===== src/lbpt_pkg.sv =====
`timescale 1ns / 1ps
// ----------------------------------------------------------------------------
// lbpt_pkg: shared types and functions for the LED blink pattern timer
// Payload structs, mode codes, per-LED state and the command/tick update rules.
// ----------------------------------------------------------------------------
package lbpt_pkg;

  // width of the period and on-time fields at the ports
  localparam int unsigned FIELD_W = 16;
  // width of the per-LED timers
  localparam int unsigned TIMER_W = 16;

  typedef logic [TIMER_W-1:0] tmr_t;
  typedef logic [FIELD_W-1:0] field_t;

  localparam tmr_t TMAX    = '1;
  localparam tmr_t TMAX_M1 = TMAX - tmr_t'(1);
  localparam tmr_t ON_TIME_MIN = tmr_t'(2);

  // period and on time applied with the saved mode when a single blink finishes
  localparam field_t ONCE_RELOAD_PERIOD  = field_t'(1000);
  localparam field_t ONCE_RELOAD_ON_TIME = field_t'(500);

  localparam logic FUNC_TICK     = 1'b0;
  localparam logic FUNC_SET_MODE = 1'b1;

  localparam logic LED_SEL_STATE = 1'b0;
  localparam logic LED_SEL_NET   = 1'b1;

  typedef enum logic [1:0] {
    MODE_OFF    = 2'd0,
    MODE_ON     = 2'd1,
    MODE_ONCE   = 2'd2,
    MODE_REPEAT = 2'd3
  } mode_e;

  typedef struct packed {
    logic       func;
    logic       led_select;
    logic [1:0] mode;
    field_t     period;
    field_t     on_time;
  } in_item_t;

  typedef struct packed {
    logic state_lit;
    logic net_lit;
  } out_item_t;

  typedef struct packed {
    mode_e cur_mode;
    mode_e saved_mode;
    tmr_t  reload_value;
    tmr_t  countdown;
    tmr_t  off_point;
    logic  led_level;
  } led_state_t;

  // mode change: loads period/off point (not ONCE over ONCE); keeps LED level
  function automatic led_state_t led_apply(led_state_t s, mode_e md,
                                           field_t per_in, field_t on_in);
    led_state_t r;
    tmr_t       per;
    tmr_t       p;
    tmr_t       on;
    logic       load;
    r    = s;
    per  = (33'(per_in) > 33'(TMAX_M1)) ? TMAX_M1 : tmr_t'(per_in);
    p    = per + tmr_t'(1);
    on   = (33'(on_in) > 33'(TMAX)) ? TMAX : tmr_t'(on_in);
    load = 1'b0;
    case (md)
      MODE_OFF: begin
        p = tmr_t'(1);
        on = tmr_t'(1);
        r.saved_mode = MODE_OFF;
        load = 1'b1;
      end
      MODE_ON: begin
        p = tmr_t'(2);
        on = tmr_t'(2);
        r.saved_mode = MODE_ON;
        load = 1'b1;
      end
      MODE_ONCE: begin
        if (on < ON_TIME_MIN) on = ON_TIME_MIN;
        else if (on > p) on = p;
        // a single blink already running swallows the command
        if (s.cur_mode != MODE_ONCE) begin
          r.saved_mode = s.cur_mode;
          load = 1'b1;
        end
      end
      default: begin
        if (on < ON_TIME_MIN) on = ON_TIME_MIN;
        else if (on > p) on = p;
        load = 1'b1;
      end
    endcase
    if (load) begin
      r.cur_mode     = md;
      r.reload_value = p;
      r.countdown    = p;
      r.off_point    = p - on;
    end
    return r;
  endfunction

  // one millisecond step of a single LED
  function automatic led_state_t led_tick(led_state_t s);
    led_state_t r;
    tmr_t       cnt;
    r   = s;
    cnt = s.countdown - tmr_t'(1);
    if (s.countdown != '0) begin
      r.countdown = cnt;
      if (cnt == '0) begin
        case (s.cur_mode)
          MODE_OFF:  r.led_level = 1'b0;
          MODE_ON:   r.led_level = 1'b1;
          MODE_ONCE: r = led_apply(r, s.saved_mode, ONCE_RELOAD_PERIOD,
                                   ONCE_RELOAD_ON_TIME);
          default:   r.countdown = s.reload_value;
        endcase
      end else if (cnt == s.off_point) begin
        r.led_level = 1'b0;
      end else if (cnt == s.reload_value - tmr_t'(1)) begin
        r.led_level = 1'b1;
      end
    end
    return r;
  endfunction

endpackage


===== src/led_blink_pattern_timer.sv =====
`timescale 1ns / 1ps
// ----------------------------------------------------------------------------
// led_blink_pattern_timer: two-LED blink pattern timer
// Ticks and mode commands drive a state LED and a network LED; every transfer
// in yields one transfer out carrying both LED levels.
// ----------------------------------------------------------------------------
//  channel | direction | handshake               | payload
//  in      | input     | in_valid_i / in_stall_o | in_data_i  (in_item_t)
//  out     | output    | out_valid_o/ out_stall_i| out_data_o (out_item_t)
//
//  one item per cycle while the output is not stalled; its result appears
//  in the cycle after the transfer in; the per-LED compare/decrement logic
//  sits between the state registers and a single output register
//  reset clears all LED state to off with stopped countdowns
//  input stalls only while the output register holds a result that is stalled
// ----------------------------------------------------------------------------
module led_blink_pattern_timer (
  input  logic                clk_i,
  input  logic                rst_ni,
  input  logic                in_valid_i,
  output logic                in_stall_o,
  input  lbpt_pkg::in_item_t  in_data_i,
  output logic                out_valid_o,
  input  logic                out_stall_i,
  output lbpt_pkg::out_item_t out_data_o
);
  import lbpt_pkg::*;

  led_state_t led_q [2];
  led_state_t led_d [2];
  logic       out_valid_q, out_valid_d;
  out_item_t  out_data_q, out_data_d;
  logic       in_xfer;

  assign in_stall_o = out_valid_q & out_stall_i;
  assign in_xfer    = in_valid_i & ~in_stall_o;

  for (genvar g = 0; g < 2; g++) begin : g_led
    lbpt_led u_led (
      .st_q_i   (led_q[g]),
      .tick_en_i(in_xfer && (in_data_i.func == FUNC_TICK)),
      .cmd_en_i (in_xfer && (in_data_i.func == FUNC_SET_MODE) &&
                 (in_data_i.led_select == ((g == 0) ? LED_SEL_STATE : LED_SEL_NET))),
      .item_i   (in_data_i),
      .st_d_o   (led_d[g])
    );
  end

  always_comb begin
    out_valid_d = out_valid_q & out_stall_i;
    out_data_d  = out_data_q;
    if (in_xfer) begin
      out_valid_d          = 1'b1;
      out_data_d.state_lit = led_d[0].led_level;
      out_data_d.net_lit   = led_d[1].led_level;
    end
  end

  always_ff @(posedge clk_i or negedge rst_ni) begin
    if (!rst_ni) begin
      for (int i = 0; i < 2; i++) begin
        led_q[i] <= '{cur_mode: MODE_OFF, saved_mode: MODE_OFF, reload_value: '0,
                      countdown: '0, off_point: '0, led_level: 1'b0};
      end
      out_valid_q <= 1'b0;
      out_data_q  <= '0;
    end else begin
      led_q[0]    <= led_d[0];
      led_q[1]    <= led_d[1];
      out_valid_q <= out_valid_d;
      out_data_q  <= out_data_d;
    end
  end

  assign out_valid_o = out_valid_q;
  assign out_data_o  = out_data_q;

  // every transfer in leaves a result waiting
  assert property (@(posedge clk_i) disable iff (!rst_ni)
    in_xfer |=> out_valid_o)
    else $error("result missing after input transfer");

  // input is held back only by a stalled result
  assert property (@(posedge clk_i) disable iff (!rst_ni)
    in_stall_o |-> out_valid_o)
    else $error("input stalled with empty output register");

  // result shows the LED levels the item left behind
  assert property (@(posedge clk_i) disable iff (!rst_ni)
    in_xfer |=> (out_data_o.state_lit == led_q[0].led_level) &&
                (out_data_o.net_lit == led_q[1].led_level))
    else $error("result does not match LED state");

  // without a transfer in, LED state stays put
  assert property (@(posedge clk_i) disable iff (!rst_ni)
    !in_xfer |=> $stable(led_q[0]) && $stable(led_q[1]))
    else $error("LED state changed without a transfer");

endmodule


===== src/lbpt_led.sv =====
`timescale 1ns / 1ps
// ----------------------------------------------------------------------------
// lbpt_led: next-state logic of one LED channel
// Applies a mode command or a tick to the registered state of one LED.
// ----------------------------------------------------------------------------
module lbpt_led (
  input  lbpt_pkg::led_state_t st_q_i,
  input  logic                 tick_en_i,
  input  logic                 cmd_en_i,
  input  lbpt_pkg::in_item_t   item_i,
  output lbpt_pkg::led_state_t st_d_o
);
  import lbpt_pkg::*;

  always_comb begin
    st_d_o = st_q_i;
    if (tick_en_i) begin
      st_d_o = led_tick(st_q_i);
    end else if (cmd_en_i) begin
      st_d_o = led_apply(st_q_i, mode_e'(item_i.mode), item_i.period, item_i.on_time);
    end
  end

endmodule

===== config.mk =====
export PLATFORM = sky130hd
export DESIGN_NAME = led_blink_pattern_timer
export DESIGN_NICKNAME = d
export VERILOG_FILES = /design/src/lbpt_pkg.sv /design/src/led_blink_pattern_timer.sv /design/src/lbpt_led.sv
export SDC_FILE = /design/constraint.sdc
export NUM_CORES = 1
export LEC_CHECK = 0
export BUFFER_PORTS_ARGS = -buffer_cell sky130_fd_sc_hd__buf_2
export CAP_MARGIN = 20
export CORE_MARGIN = 2
export CORE_UTILIZATION = 54
export DETAILED_ROUTE_END_ITERATION = 10
export HOLD_SLACK_MARGIN = 0.15
export PLACE_DENSITY = 0.77
export SYNTH_ARGS = -nofsm -noshare
export SYNTH_HDL_FRONTEND = slang
export SYNTH_SLANG_ARGS = --single-unit
export TNS_END_PERCENT = 10

===== constraint.sdc =====
create_clock -name clk_i -period 4.8 [get_ports clk_i]
set_clock_uncertainty 0.1 [all_clocks]
set_input_delay 0.48 -clock clk_i [delete_from_list [all_inputs] [get_ports clk_i]]
set_output_delay 0.48 -clock clk_i [all_outputs]
set_load 0.01 [all_outputs]

### After elaboration in Yosys (flattened, before gate mapping)

Index checks and enable logic that the tools add are counted.

* div/mod/pow operators: 0
* $mul: 0
* shift operators: 0
* reductions and logical operators: 26
* magnitude comparators: 3
* equal/unequal tests: 26
* bitwise operators: 5
* mux-type cells: 88
* $add $sub $neg: 9

Operator list (count)
* $mux W16: 29
* $mux W53: 6
* $mux W48: 4
* $pmux W16 S2: 4
* $mux W52: 2
* $eq A16 B16 Y1: 4
* $sub A16 B1 Y16 const B: 4
* $sub A16 B16 Y16: 4
* $mux W20: 2
* $pmux W10 S2: 2
* $pmux W9 S2: 2
* $logic_not A16 Y1: 2
* $reduce_bool A16 Y1: 2
* $mux W1: 25
* $pmux W2 S3: 4
* $reduce_and A6 Y1: 4
* $add A16 B1 Y16 const B: 1
* $gt A16 B16 Y1: 1
* $gt A16 B16 Y1 const B: 1
* $lt A16 B2 Y1 const B: 1
* $mux W2: 6
* $ne A2 B2 Y1 const B: 6
* $eq A2 B1 Y1 const B: 5
* $eq A2 B2 Y1 const B: 5
* 12 further kinds: 31

* ROM bits: 0
* memories: 0
* register bits: 109
* RAM bits: 0
* bits in latches: 0
* logic and storage cells: 172

### Depth between registers and ports, before layout

Gate-level depths: netlist (run 1).

* depth in word-level cells: 13
* depth in mapped cells: 28

### Hierarchy

From an unflattened synthesis (run 1), not the netlist that was laid out.

* cell total of the unflattened synthesis: 1469
* area, all modules: 11403.4 sq um

Modules (own cells, without submodules)
* lbpt_led (g_led[0].u_led): cells an instance 698, area an instance 4377.9 sq um, times used 1
* lbpt_led (g_led[1].u_led): cells an instance 654, area an instance 4216.5 sq um, times used 1
* led_blink_pattern_timer: cells an instance 117, area an instance 2808.9 sq um, times used 1

### Worst setup path after synthesis (run 1)

No wires, ideal clock.

* path type: input port to flip-flop
* from: input port in_data_i[21] in the netlist's numbering
* to: register led_q[68] in the netlist's numbering
* buffers on the path: 1
* arrival: 5997 ps
* library setup time: 65 ps
* stages on the path: 27
* data required time: 4635 ps
* slack: -1363 ps
* path through: and3_1 > nand3_1 > or3_1 > o21a_1 > ha_1 > nand3_1 > nor2_1 > xnor2_1 > ha_1 > nand4_1 > nor4_1 > a21boi_0 > nor3_1 > a21oi_1 > clkbuf_1 > o21ai_0 > a31o_2 > ha_1 > fa_1 > nor2b_1 > o2111a_1 > nor3_1 > o41ai_1 > o31a_1 > nor3_1 > nor3_1 > o22a_1

* word-level cells in the longest chain between the ends: 13

Ends and longest elaborated chain
* start: declaration: RTL line led_blink_pattern_timer.sv:22 `input lbpt_pkg::in_item_t in_data_i,`
* $gt A16 B16 Y1: RTL line lbpt_pkg.sv:68 `per = (33'(per_in) > 33'(TMAX_M1)) ? TMAX_M1 : tmr_t'(per_in);`
* $mux W16 *: RTL line lbpt_pkg.sv:68
* $add A16 B1 Y16 *: RTL line lbpt_pkg.sv:69 `p = per + tmr_t'(1);`
* $gt A16 B16 Y1: RTL line lbpt_pkg.sv:87, lbpt_pkg.sv:96
* $mux W16: RTL line lbpt_pkg.sv:87, lbpt_pkg.sv:96
* $mux W16: RTL line lbpt_pkg.sv:86 `if (on < ON_TIME_MIN) on = ON_TIME_MIN;`
* $pmux W16 S2: RTL line lbpt_pkg.sv:72 `case (md)`
* $mux W16: RTL line lbpt_led.sv:19 `end else if (cmd_en_i) begin`
* $mux W16: RTL line lbpt_led.sv:17 `if (tick_en_i) begin`
* $sub A16 B16 Y16 *: RTL line lbpt_pkg.sv:104 `r.off_point = p - on;`
* $mux W48 *: RTL line lbpt_pkg.sv:100 `if (load) begin`
* $mux W53 *: RTL line lbpt_led.sv:19
* $mux W53 *: RTL line lbpt_led.sv:17
* end signal: indexed assignment: RTL line led_blink_pattern_timer.sv:62 `led_q[i] <= '{cur_mode: MODE_OFF, saved_mode: MODE_OFF, reload_value: '0,`
* end: declaration: RTL line led_blink_pattern_timer.sv:29 `led_state_t led_q [2];`

Every way passes the cells marked *; elsewhere a longest branch is shown, timed or not. The select of a mux whose other input is x is not followed.
A chain may end at the register's enable or synchronous reset.

### Final worst setup path (run 1)

Same ends and word-level chain as after synthesis.

==> impl_metrics.ini, run 1 <==
[run_status]
status = finished with violations
violations = setup timing

[setup_path]
arrival_ns = 5.52
cp_top_family = simple AND/OR/NAND/NOR gates
crit_type = input pin to flop
worstPathRequired_ns = 5.00
cp-end-kind = flop
crit_fanout = 11
cp-start-kind = input pin
critPathBufInv = 8
crit_slowest_cell = or3_4
crit_top_cell = buf_4
slowest_delay_ns = 0.39

[floorplan]
die_w_um = 138
die_y_um = 138
io_pins = 44
core_um2 = 17800
num_rows = 49
dieArea_um2 = 19200
start_util = 0.547

[grt]
grt_start_max_net_pins = 44
grt_pass1_vias = 9614
gr-usage-all-layers = 0.341
grt-ovfl-total = 0
antenna_found_initial = 0
grt_pass1_wl_um = 52200

[logic_synthesis]
yosysMostFrequentCell = nor2_1
synth_edf_count = 0
yosysSeqAreaShare = 0.279
synth.area.top_cells = dfrtp_1, xnor2_1, ha_1, nor2_1, xor2_1
yosys.area.top_type_share = 0.279
syn_nets = 1307
synth_common_cells = nor2_1, dfrtp_1, nand2_1
synthArstFlopShare = 1.00
synth_largest_area_cell = dfrtp_1
yosysWarnings = 0
avgSynthCellArea_um2 = 8.04
synthCells = 1215
ys.flop_type = dfrtp_1
syn_area_um2 = 9770
synth_cell_types = 79
synth_seq_cells = 109

[worst_hold_path]
min_path_type = input pin to flop

[placement]
pre_cts_ws_ns = -0.873
numPortBuffers = 43
dp_hpwl_um = 25600
routabilityCongestion = 0.984

[detailed_routing]
dr.pass1.iters = 5
drc = 0
vias_per_cell = 6.55
wl_per_cell_um = 21.2
drt-initial-drc-count = 1158
vias = 10284
totalWireLength_um = 33200
antenna_left = 0

[final_layout]
fin_util = 0.656
fin_nets = 1427
area_growth_syn_to_layout_pct = 19.8
n_antenna_cell = 0
drive_above_1_share = 0.203

[clock_network]
htreeDepth = 3
clock_path_buffers = 2
numCtsBuffers = 9
root_buffer = clkbuf_16
cts.sinks = 109
clkTransAtPathRegs_ns = 0.08
clk_latency_ns = 0.37
cts_tree = done

[sta]
hold_violations = 0
min_period_ns = 5.32
rsz0062_at_grt = yes
setup_viol = 21
slew_viol_final = 0
finalWorstSetupSlack_ns = -0.517
post-route-period-util = 1.11
worst_pin_slew_ns = 0.896
max_slew_margin = 0.397
max_freq_mhz = 188

[power]
peakVddDrop_v = 0.000236
power.leakage_nw = 4.84
p_per_area_nw_per_um2 = 387

[flow_run]
drv_cap = 0
[cell type report]
class | instances | area (um2)
Inverter | 40 | 153
Multi-Input combinational cell | 992 | 6870
Clock inverter | 5 | 66.3
Timing Repair Buffer | 183 | 1350
Fill cell | 1512 | 6140
Clock buffer | 11 | 243
Sequential cell | 109 | 2730
Tap cell | 229 | 287
[kinds of logic (layout without fill, tap and decap cells)]
kind of cell / count (synthesis) / count (layout) / share of synthesized area
AOI/OAI and AO/OA: 341 / 341 / 0.241
xor gates and xnor gates: 121 / 121 / 0.113
adders and majority gates: 52 / 52 / 0.0674
buffers and inverters: 114 / 239 / 0.0453
DFF: 109 / 109 / 0.279
muxes: 9 / 9 / 0.00935
and+or+nand+nor: 469 / 469 / 0.245
[registers in the layout (all words and copies together) (netlist names)]
name,cells
out_data_o,2
out_valid_o,1
led_q,106
[per-layer routing]
metal,up-vias,GRT usage,wire [um]
li1,4722,-,-
met1,4934,0.484,14200
met2,542,0.496,14300
met3,86,0.0561,2890
met4,0,0.193,1760
met5,-,0,0
[stage by stage]
| stage | total power, W | setup TNS [ns] | instances | area [um2] | hold WS [ns] |
|---|---|---|---|---|---|
| floorplan | 0.00294 | -9.31 | 1215 | 9880 | 0.0844 |
| global placement | 0.00354 | -11.22 | 1531 | 11000 | 0.382 |
| detailed placement | 0.00359 | -15.42 | 1531 | 11000 | 0.391 |
| CTS | 0.00443 | -4.64 | 1560 | 11500 | 0.210 |
| global route | 0.00480 | -13.84 | 1569 | 11700 | 0.235 |
| finish | 0.00453 | -6.74 | 1569 | 11700 | 0.215 |
[where the power goes]
| group | switching, W | internal [W] |
|---|---|---|
| registers | 0.000398 | 0.00115 |
| clock network | 0.000371 | 0.000427 |
| logic | 0.00117 | 0.00101 |
| total | 0.00194 | 0.00258 |
[repair_timing]
item / 4_1_cts / 5_1_grt
buffers inserted: 11 / 9
endpoints found under the hold margin: 40 / 0
setup endpoints to repair: 22 / 26
hold buffers: 1 / 0
pin swaps: 33 / 20
gates resized for setup: 21 / 23
cloned: 1 / 0
[layout by cell type, fill, tap and decap left out, types with 12 or more instances in the layout]
cell type,count
nor2_1,125
nor2b_1,13
xor2_1,40
dfrtp_1,109
nand3_1,27
o31ai_1,15
xnor2_1,74
buf_4,135
o22a_1,32
o211ai_1,18
a211oi_1,14
nand4_1,19
a31oi_1,22
a21o_1,16
a21oi_1,59
or3_1,19
nor3_1,53
nor4_1,27
nand2_1,85
or4_1,14
ha_1,46
o21ai_1,14
o21ai_0,41
inv_1,38
nand2b_1,12
or2_2,13
o22ai_1,12
buf_2,39
[final timing paths]
| path | from | end | slack (ns) | cells after the start |
|---|---|---|---|---|
| max in group asynchronous | rst_ni | led_q[65] | 3.04 | 3 |
| min in group asynchronous | rst_ni | led_q[0] | 0.52 | 2 |
| setup reg to reg | led_q[71] | led_q[65] | 0.58 | 12 |
| setup / recovery | in_data_i[21] | led_q[68] | -0.52 | 30 |
| hold reg to reg | led_q[7] | led_q[7] | 0.43 | 1 |
| hold / removal | in_valid_i | out_valid_o | 0.21 | 2 |
No activity file was read; power rests on OpenSTA's default activity.
==> run 2, diff against run 1 <==
==> constraint.sdc (replaced) <==
create_clock -name clk_i -period 6.1 [get_ports clk_i]
set_clock_uncertainty 0.1 [all_clocks]
set_input_delay 0.61 -clock clk_i [delete_from_list [all_inputs] [get_ports clk_i]]
set_output_delay 0.61 -clock clk_i [all_outputs]
set_load 0.01 [all_outputs]
==> run 2 against run 1 <==
Compared with the run above: the run now ends clean; flip-flop and latch count stayed put; worst hold slack worse by 0.069 ns; worst setup slack better by 0.79 ns; critical path depth is 2 lower; clock power is 25% lower; sequential share of layout area is 2.3 points higher; utilization is 5.9 points lower; cell count is 6.1% lower; global-route usage is 2.3 points lower; register-to-register slack better by 0.50 ns; final area is 9.0% lower; combinational power is 29% lower; largest power group unchanged; highest routed layer unchanged.
==> impl_metrics.ini, run 2 (synthesized netlist as in run 1, its figures left out) <==
[run_status]
status = finished, final reports clean

[final_layout]
largest_register_ffs = 106
regArea_um2 = 2730
stdcell_area_um2 = 10700
final_cell_mix = nor2_1, dfrtp_1, nand2_1
fin_cells = 1474
final_common_cell = nor2_1
n_antenna_cell = 0
regMostFlops = led_q
fin_nets = 1332
fin_util = 0.597
drive_above_1_share = 0.113
multi_input_area_um2 = 6640
n_fill_cell = 1571
area_growth_syn_to_layout_pct = 9.04

[setup_path]
cp-end-kind = flop
crit_fanout = 6
slowest_delay_ns = 0.42
cp_top_family = compound AO/OA/AOI/OAI gates
crit_slowest_cell = or3_1
crit_top_cell = ha_1
crit_type = input pin to flop
worstPathRequired_ns = 6.26
arrival_ns = 5.99
cp-start-kind = input pin
critPathBufInv = 3

[sta]
min_period_ns = 5.83
post-route-period-util = 0.956
hold_violations = 0
max_freq_mhz = 171
max_slew_margin = 0.240
slew_viol_final = 0
worst_pin_slew_ns = 1.13
rsz0062_at_grt = yes
hold_ws_ns = 0.145
setup_viol = 0

[clock_network]
cts_hold_buffers = 0
htreeDepth = 3
cts_tree = done
clkTransAtPathRegs_ns = 0.08
numCtsBuffers = 9
clock_path_buffers = 2
root_buffer = clkbuf_16
clk_latency_ns = 0.36
cts_setup_buffers = 0
cts.sinks = 109

[power]
power.leakage_nw = 4.30
peakVddDrop_v = 0.000169
p_per_area_nw_per_um2 = 316
power.total_w = 0.00337

[grt]
gr-usage-all-layers = 0.318
antenna_found_initial = 0
grt_pass1_wl_um = 48700
grt_start_max_net_pins = 67
grt-ovfl-total = 0
grt_pass1_vias = 8915

[placement]
dp_cells = 1457
placed_cell_area_um2 = 10300
numPortBuffers = 43
dp_hpwl_um = 23700
routabilityCongestion = 1.04

[floorplan]
dieArea_um2 = 19200
num_rows = 49
io_pins = 44
die_w_um = 138
start_util = 0.547
core_um2 = 17800
die_y_um = 138

[detailed_routing]
vias_per_cell = 6.65
dr.pass1.iters = 5
wl_per_cell_um = 21.0
drc = 0
antenna_left = 0
vias = 9799
drt-initial-drc-count = 1259
totalWireLength_um = 30900

[worst_hold_path]
min_path_type = input pin to async pin

[flow_run]
drv_cap = 0
[run 2: changes by cell type in the layout (fill, tap and decap cells not counted), moves of 5 or more]
| cell | change |
|---|---|
| buf_4 | -90 |
| a21oi_1 | +6 |
| ha_1 | +5 |
| nor3_1 | +5 |
| buf_6 | -5 |
| a21oi_2 | -6 |
[run 2: metrics by stage]
stage          TNS [ns]  setup WS, ns
3_3_place_gp          0        0.0387
2_1_floorplan         0        0.0360
6_report              0         0.269
5_1_grt          -0.266       -0.0582
4_1_cts               0         0.199
3_5_place_dp      -1.33        -0.200
[run 2: power breakdown]
part	switching, W	total [W]	internal [W]
registers	0.000320	0.00123	0.000907
logic	0.000862	0.00154	0.000683
clock network	0.000295	0.000600	0.000305
[run 2: cell type report]
type / instances / share of cell area
Clock buffer: 11 / 0.0237
Clock inverter: 5 / 0.00411
Inverter: 40 / 0.0141
Multi-Input combinational cell: 992 / 0.623
Sequential cell: 109 / 0.256
Tap cell: 229 / 0.0269
Timing Repair Buffer: 88 / 0.0519
[run 2: metal layers]
metal	vias to the layer above	routed length (um)	global-route usage
met4	0	1040	0.107
li1	4527	-	-
met5	-	0	0
met2	531	13600	0.485
met3	73	3170	0.0578
met1	4668	13100	0.458
[run 2: final timing paths]
| kind | depth (start not counted) | end | slack [ns] | startpoint |
|---|---|---|---|---|
| worst min-delay path | 1 | led_q[35] | 0.15 | rst_ni |
| worst max register to register | 10 | led_q[16] | 1.08 | led_q[17] |
| max in group asynchronous | 2 | led_q[89] | 4.47 | rst_ni |
| worst min register to register | 1 | led_q[58] | 0.44 | led_q[58] |
| min in group clk_i | 2 | out_valid_o | 0.36 | in_valid_i |
| worst max-delay path | 28 | led_q[16] | 0.27 | in_data_i[20] |
[run 2: what timing repair did]
action | 4_1_cts | 5_1_grt
hold endpoints to repair | 0 | 0
resized for setup | 0 | 7
endpoints found under the setup margin | 0 | 14
==> run 3, diff against run 2 <==
--- a/config.mk
+++ b/config.mk
@@ -8,10 +8,10 @@
 export BUFFER_PORTS_ARGS = -buffer_cell sky130_fd_sc_hd__buf_2
 export CAP_MARGIN = 20
 export CORE_MARGIN = 2
-export CORE_UTILIZATION = 54
+export CORE_UTILIZATION = 55
 export DETAILED_ROUTE_END_ITERATION = 10
 export HOLD_SLACK_MARGIN = 0.15
-export PLACE_DENSITY = 0.77
+export PLACE_DENSITY = 0.78
 export SYNTH_ARGS = -nofsm -noshare
 export SYNTH_HDL_FRONTEND = slang
 export SYNTH_SLANG_ARGS = --single-unit
==> run 3 against run 2 <==
Compared with the run above: final area increased by 0.15%; flip-flop and latch count did not move; worst hold slack better by 0.22 ns; power rose by 1.0%; non-clock buffer count is 1 higher; via count fell by 0.54%.
==> impl_metrics.ini, run 3 (synthesized netlist as in run 1, its figures left out) <==
[grt]
antenna_found_initial = 0
grt_pass1_vias = 8828
use_met1 = 0.502
grtUsageMet2 = 0.494
global_route.usage.met3 = 0.0695
grt_start_max_net_pins = 73
busiest_layer = met1
grt_pass1_wl_um = 49300
grt-ovfl-total = 0
gr-usage-all-layers = 0.343

[clock_network]
htreeDepth = 3
clock_path_buffers = 2
root_buffer = clkbuf_16
numCtsBuffers = 9
cts.sinks = 109
clk_latency_ns = 0.36
cts_setup_buffers = 0
cts_tree = done
clkTransAtPathRegs_ns = 0.07

[power]
p_per_area_nw_per_um2 = 319
power.leakage_nw = 4.31
power.total_w = 0.00340
peakVddDrop_v = 0.000171

[sta]
setup_viol = 0
hold_violations = 0
post-route-period-util = 0.925
min_period_ns = 5.64
rsz0062_at_grt = no
setup-tns-final_ns = 0
hold_ws_ns = 0.364
slew_viol_final = 0
max_freq_mhz = 177
worst_pin_slew_ns = 1.10
max_slew_margin = 0.258

[placement]
dp_cells = 1453
dp_hpwl_um = 24300
routabilityCongestion = 1.04
numPortBuffers = 43

[setup_path]
reg2reg_from = led_q[17]
arrival_ns = 5.82
crit_start = in_data_i[21]
r2r_slack_ns = 1.26
crit_type = input pin to flop
slowest_delay_ns = 0.39
cp-end-kind = flop
crit_path_end = led_q[13]
crit_cells = 30
reg2reg_to = led_q[42]
cp_top_family = compound AO/OA/AOI/OAI gates
cp-start-kind = input pin
worstPathRequired_ns = 6.27
critPathBufInv = 3
reg2regPathDepth = 11
crit_fanout = 6
crit_slowest_cell = or3_1

[final_layout]
regMostFlops = led_q
largest_register_ffs = 106
final_common_cell = nor2_1
drive_above_1_share = 0.109
fin_cells = 1472
multi_input_area_um2 = 6630
regArea_um2 = 2730
n_fill_cell = 1504
fin_util = 0.615
area_growth_syn_to_layout_pct = 9.21
final_cell_mix = nor2_1, dfrtp_1, nand2_1
fin_nets = 1333

[detailed_routing]
wl_per_cell_um = 21.3
drt-initial-drc-count = 1129
drc = 0
antenna_left = 0
vias_per_cell = 6.62
vias = 9746
totalWireLength_um = 31300
dr.pass1.iters = 6

[floorplan]
die_y_um = 137
dieArea_um2 = 18800
die_w_um = 137
io_pins = 44
start_util = 0.563
num_rows = 48
core_um2 = 17400

[flow_run]
drv_cap = 0

[run_status]
status = finished, final reports clean

[worst_hold_path]
min_path_cells = 2
min_path_type = input pin to flop
[run 3: cell count changes in the layout (fill, tap and decap cells not counted), sizes merged]
| cell | change |
|---|---|
| bufinv | +2 |
| clkbuf | +1 |
| clkinv | -1 |
| clkinvlp | -1 |
| diode | +1 |
| dlygate4sd3 | +1 |
| inv | -1 |
[run 3: per-stage QoR]
| step | area [um2] | worst slack, ns |
|---|---|---|
| floorplan | 9780 | 0.0360 |
| global placement | 10300 | 0.0495 |
| detailed placement | 10300 | -0.149 |
| CTS | 10600 | 0.217 |
| global route | 10700 | 0.0500 |
| finish | 10700 | 0.456 |
[run 3: cell type report]
class,count,share of cell area
sequential,109,0.256
timing repair buffer,89,0.0530
multi-input combinational,992,0.622
clock inverter,4,0.00680
antenna,1,0.000235
clock buffer,12,0.0222
tap,225,0.0264
inverter,40,0.0141
[run 3: worst min-delay path by stage]
stage	from	endpoint
after CTS	in_valid_i	out_valid_o
final	in_valid_i	out_valid_o
after global placement	led_q[7]	led_q[7]
after detailed placement	led_q[7]	led_q[7]
after global routing	in_valid_i	out_valid_o
after floorplan	rst_ni	led_q[0]
[run 3: metal layers]
layer	up-vias	routed length, um
li1	4536	-
met1	4601	13700
met2	536	13400
met3	73	2960
met4	0	1310
met5	-	0
[run 3: what timing repair did]
action / 4_1_cts / 5_1_grt
endpoints found under the setup margin: 0 / 12
resized for setup: 0 / 5
hold buffers: 1 / 0
hold endpoints to repair: 37 / 0
[run 3: power by group]
group / internal (W) / total, W / switching (W)
clock: 0.000360 / 0.000634 / 0.000273
combinational: 0.000681 / 0.00154 / 0.000861
sequential: 0.000907 / 0.00123 / 0.000323
total: 0.00195 / 0.00340 / 0.00146
[run 3: worst register-to-register path, delay by kind of cell (launching register included)]
kind                       cells  cell delay, ns
adders and majority gates      1            0.56
and+or+nand+nor                4            1.41
xor gates and xnor gates       1            0.41
buffers and inverters          2            0.41
AOI/OAI and AO/OA              3            1.32
DFF                            1            0.50
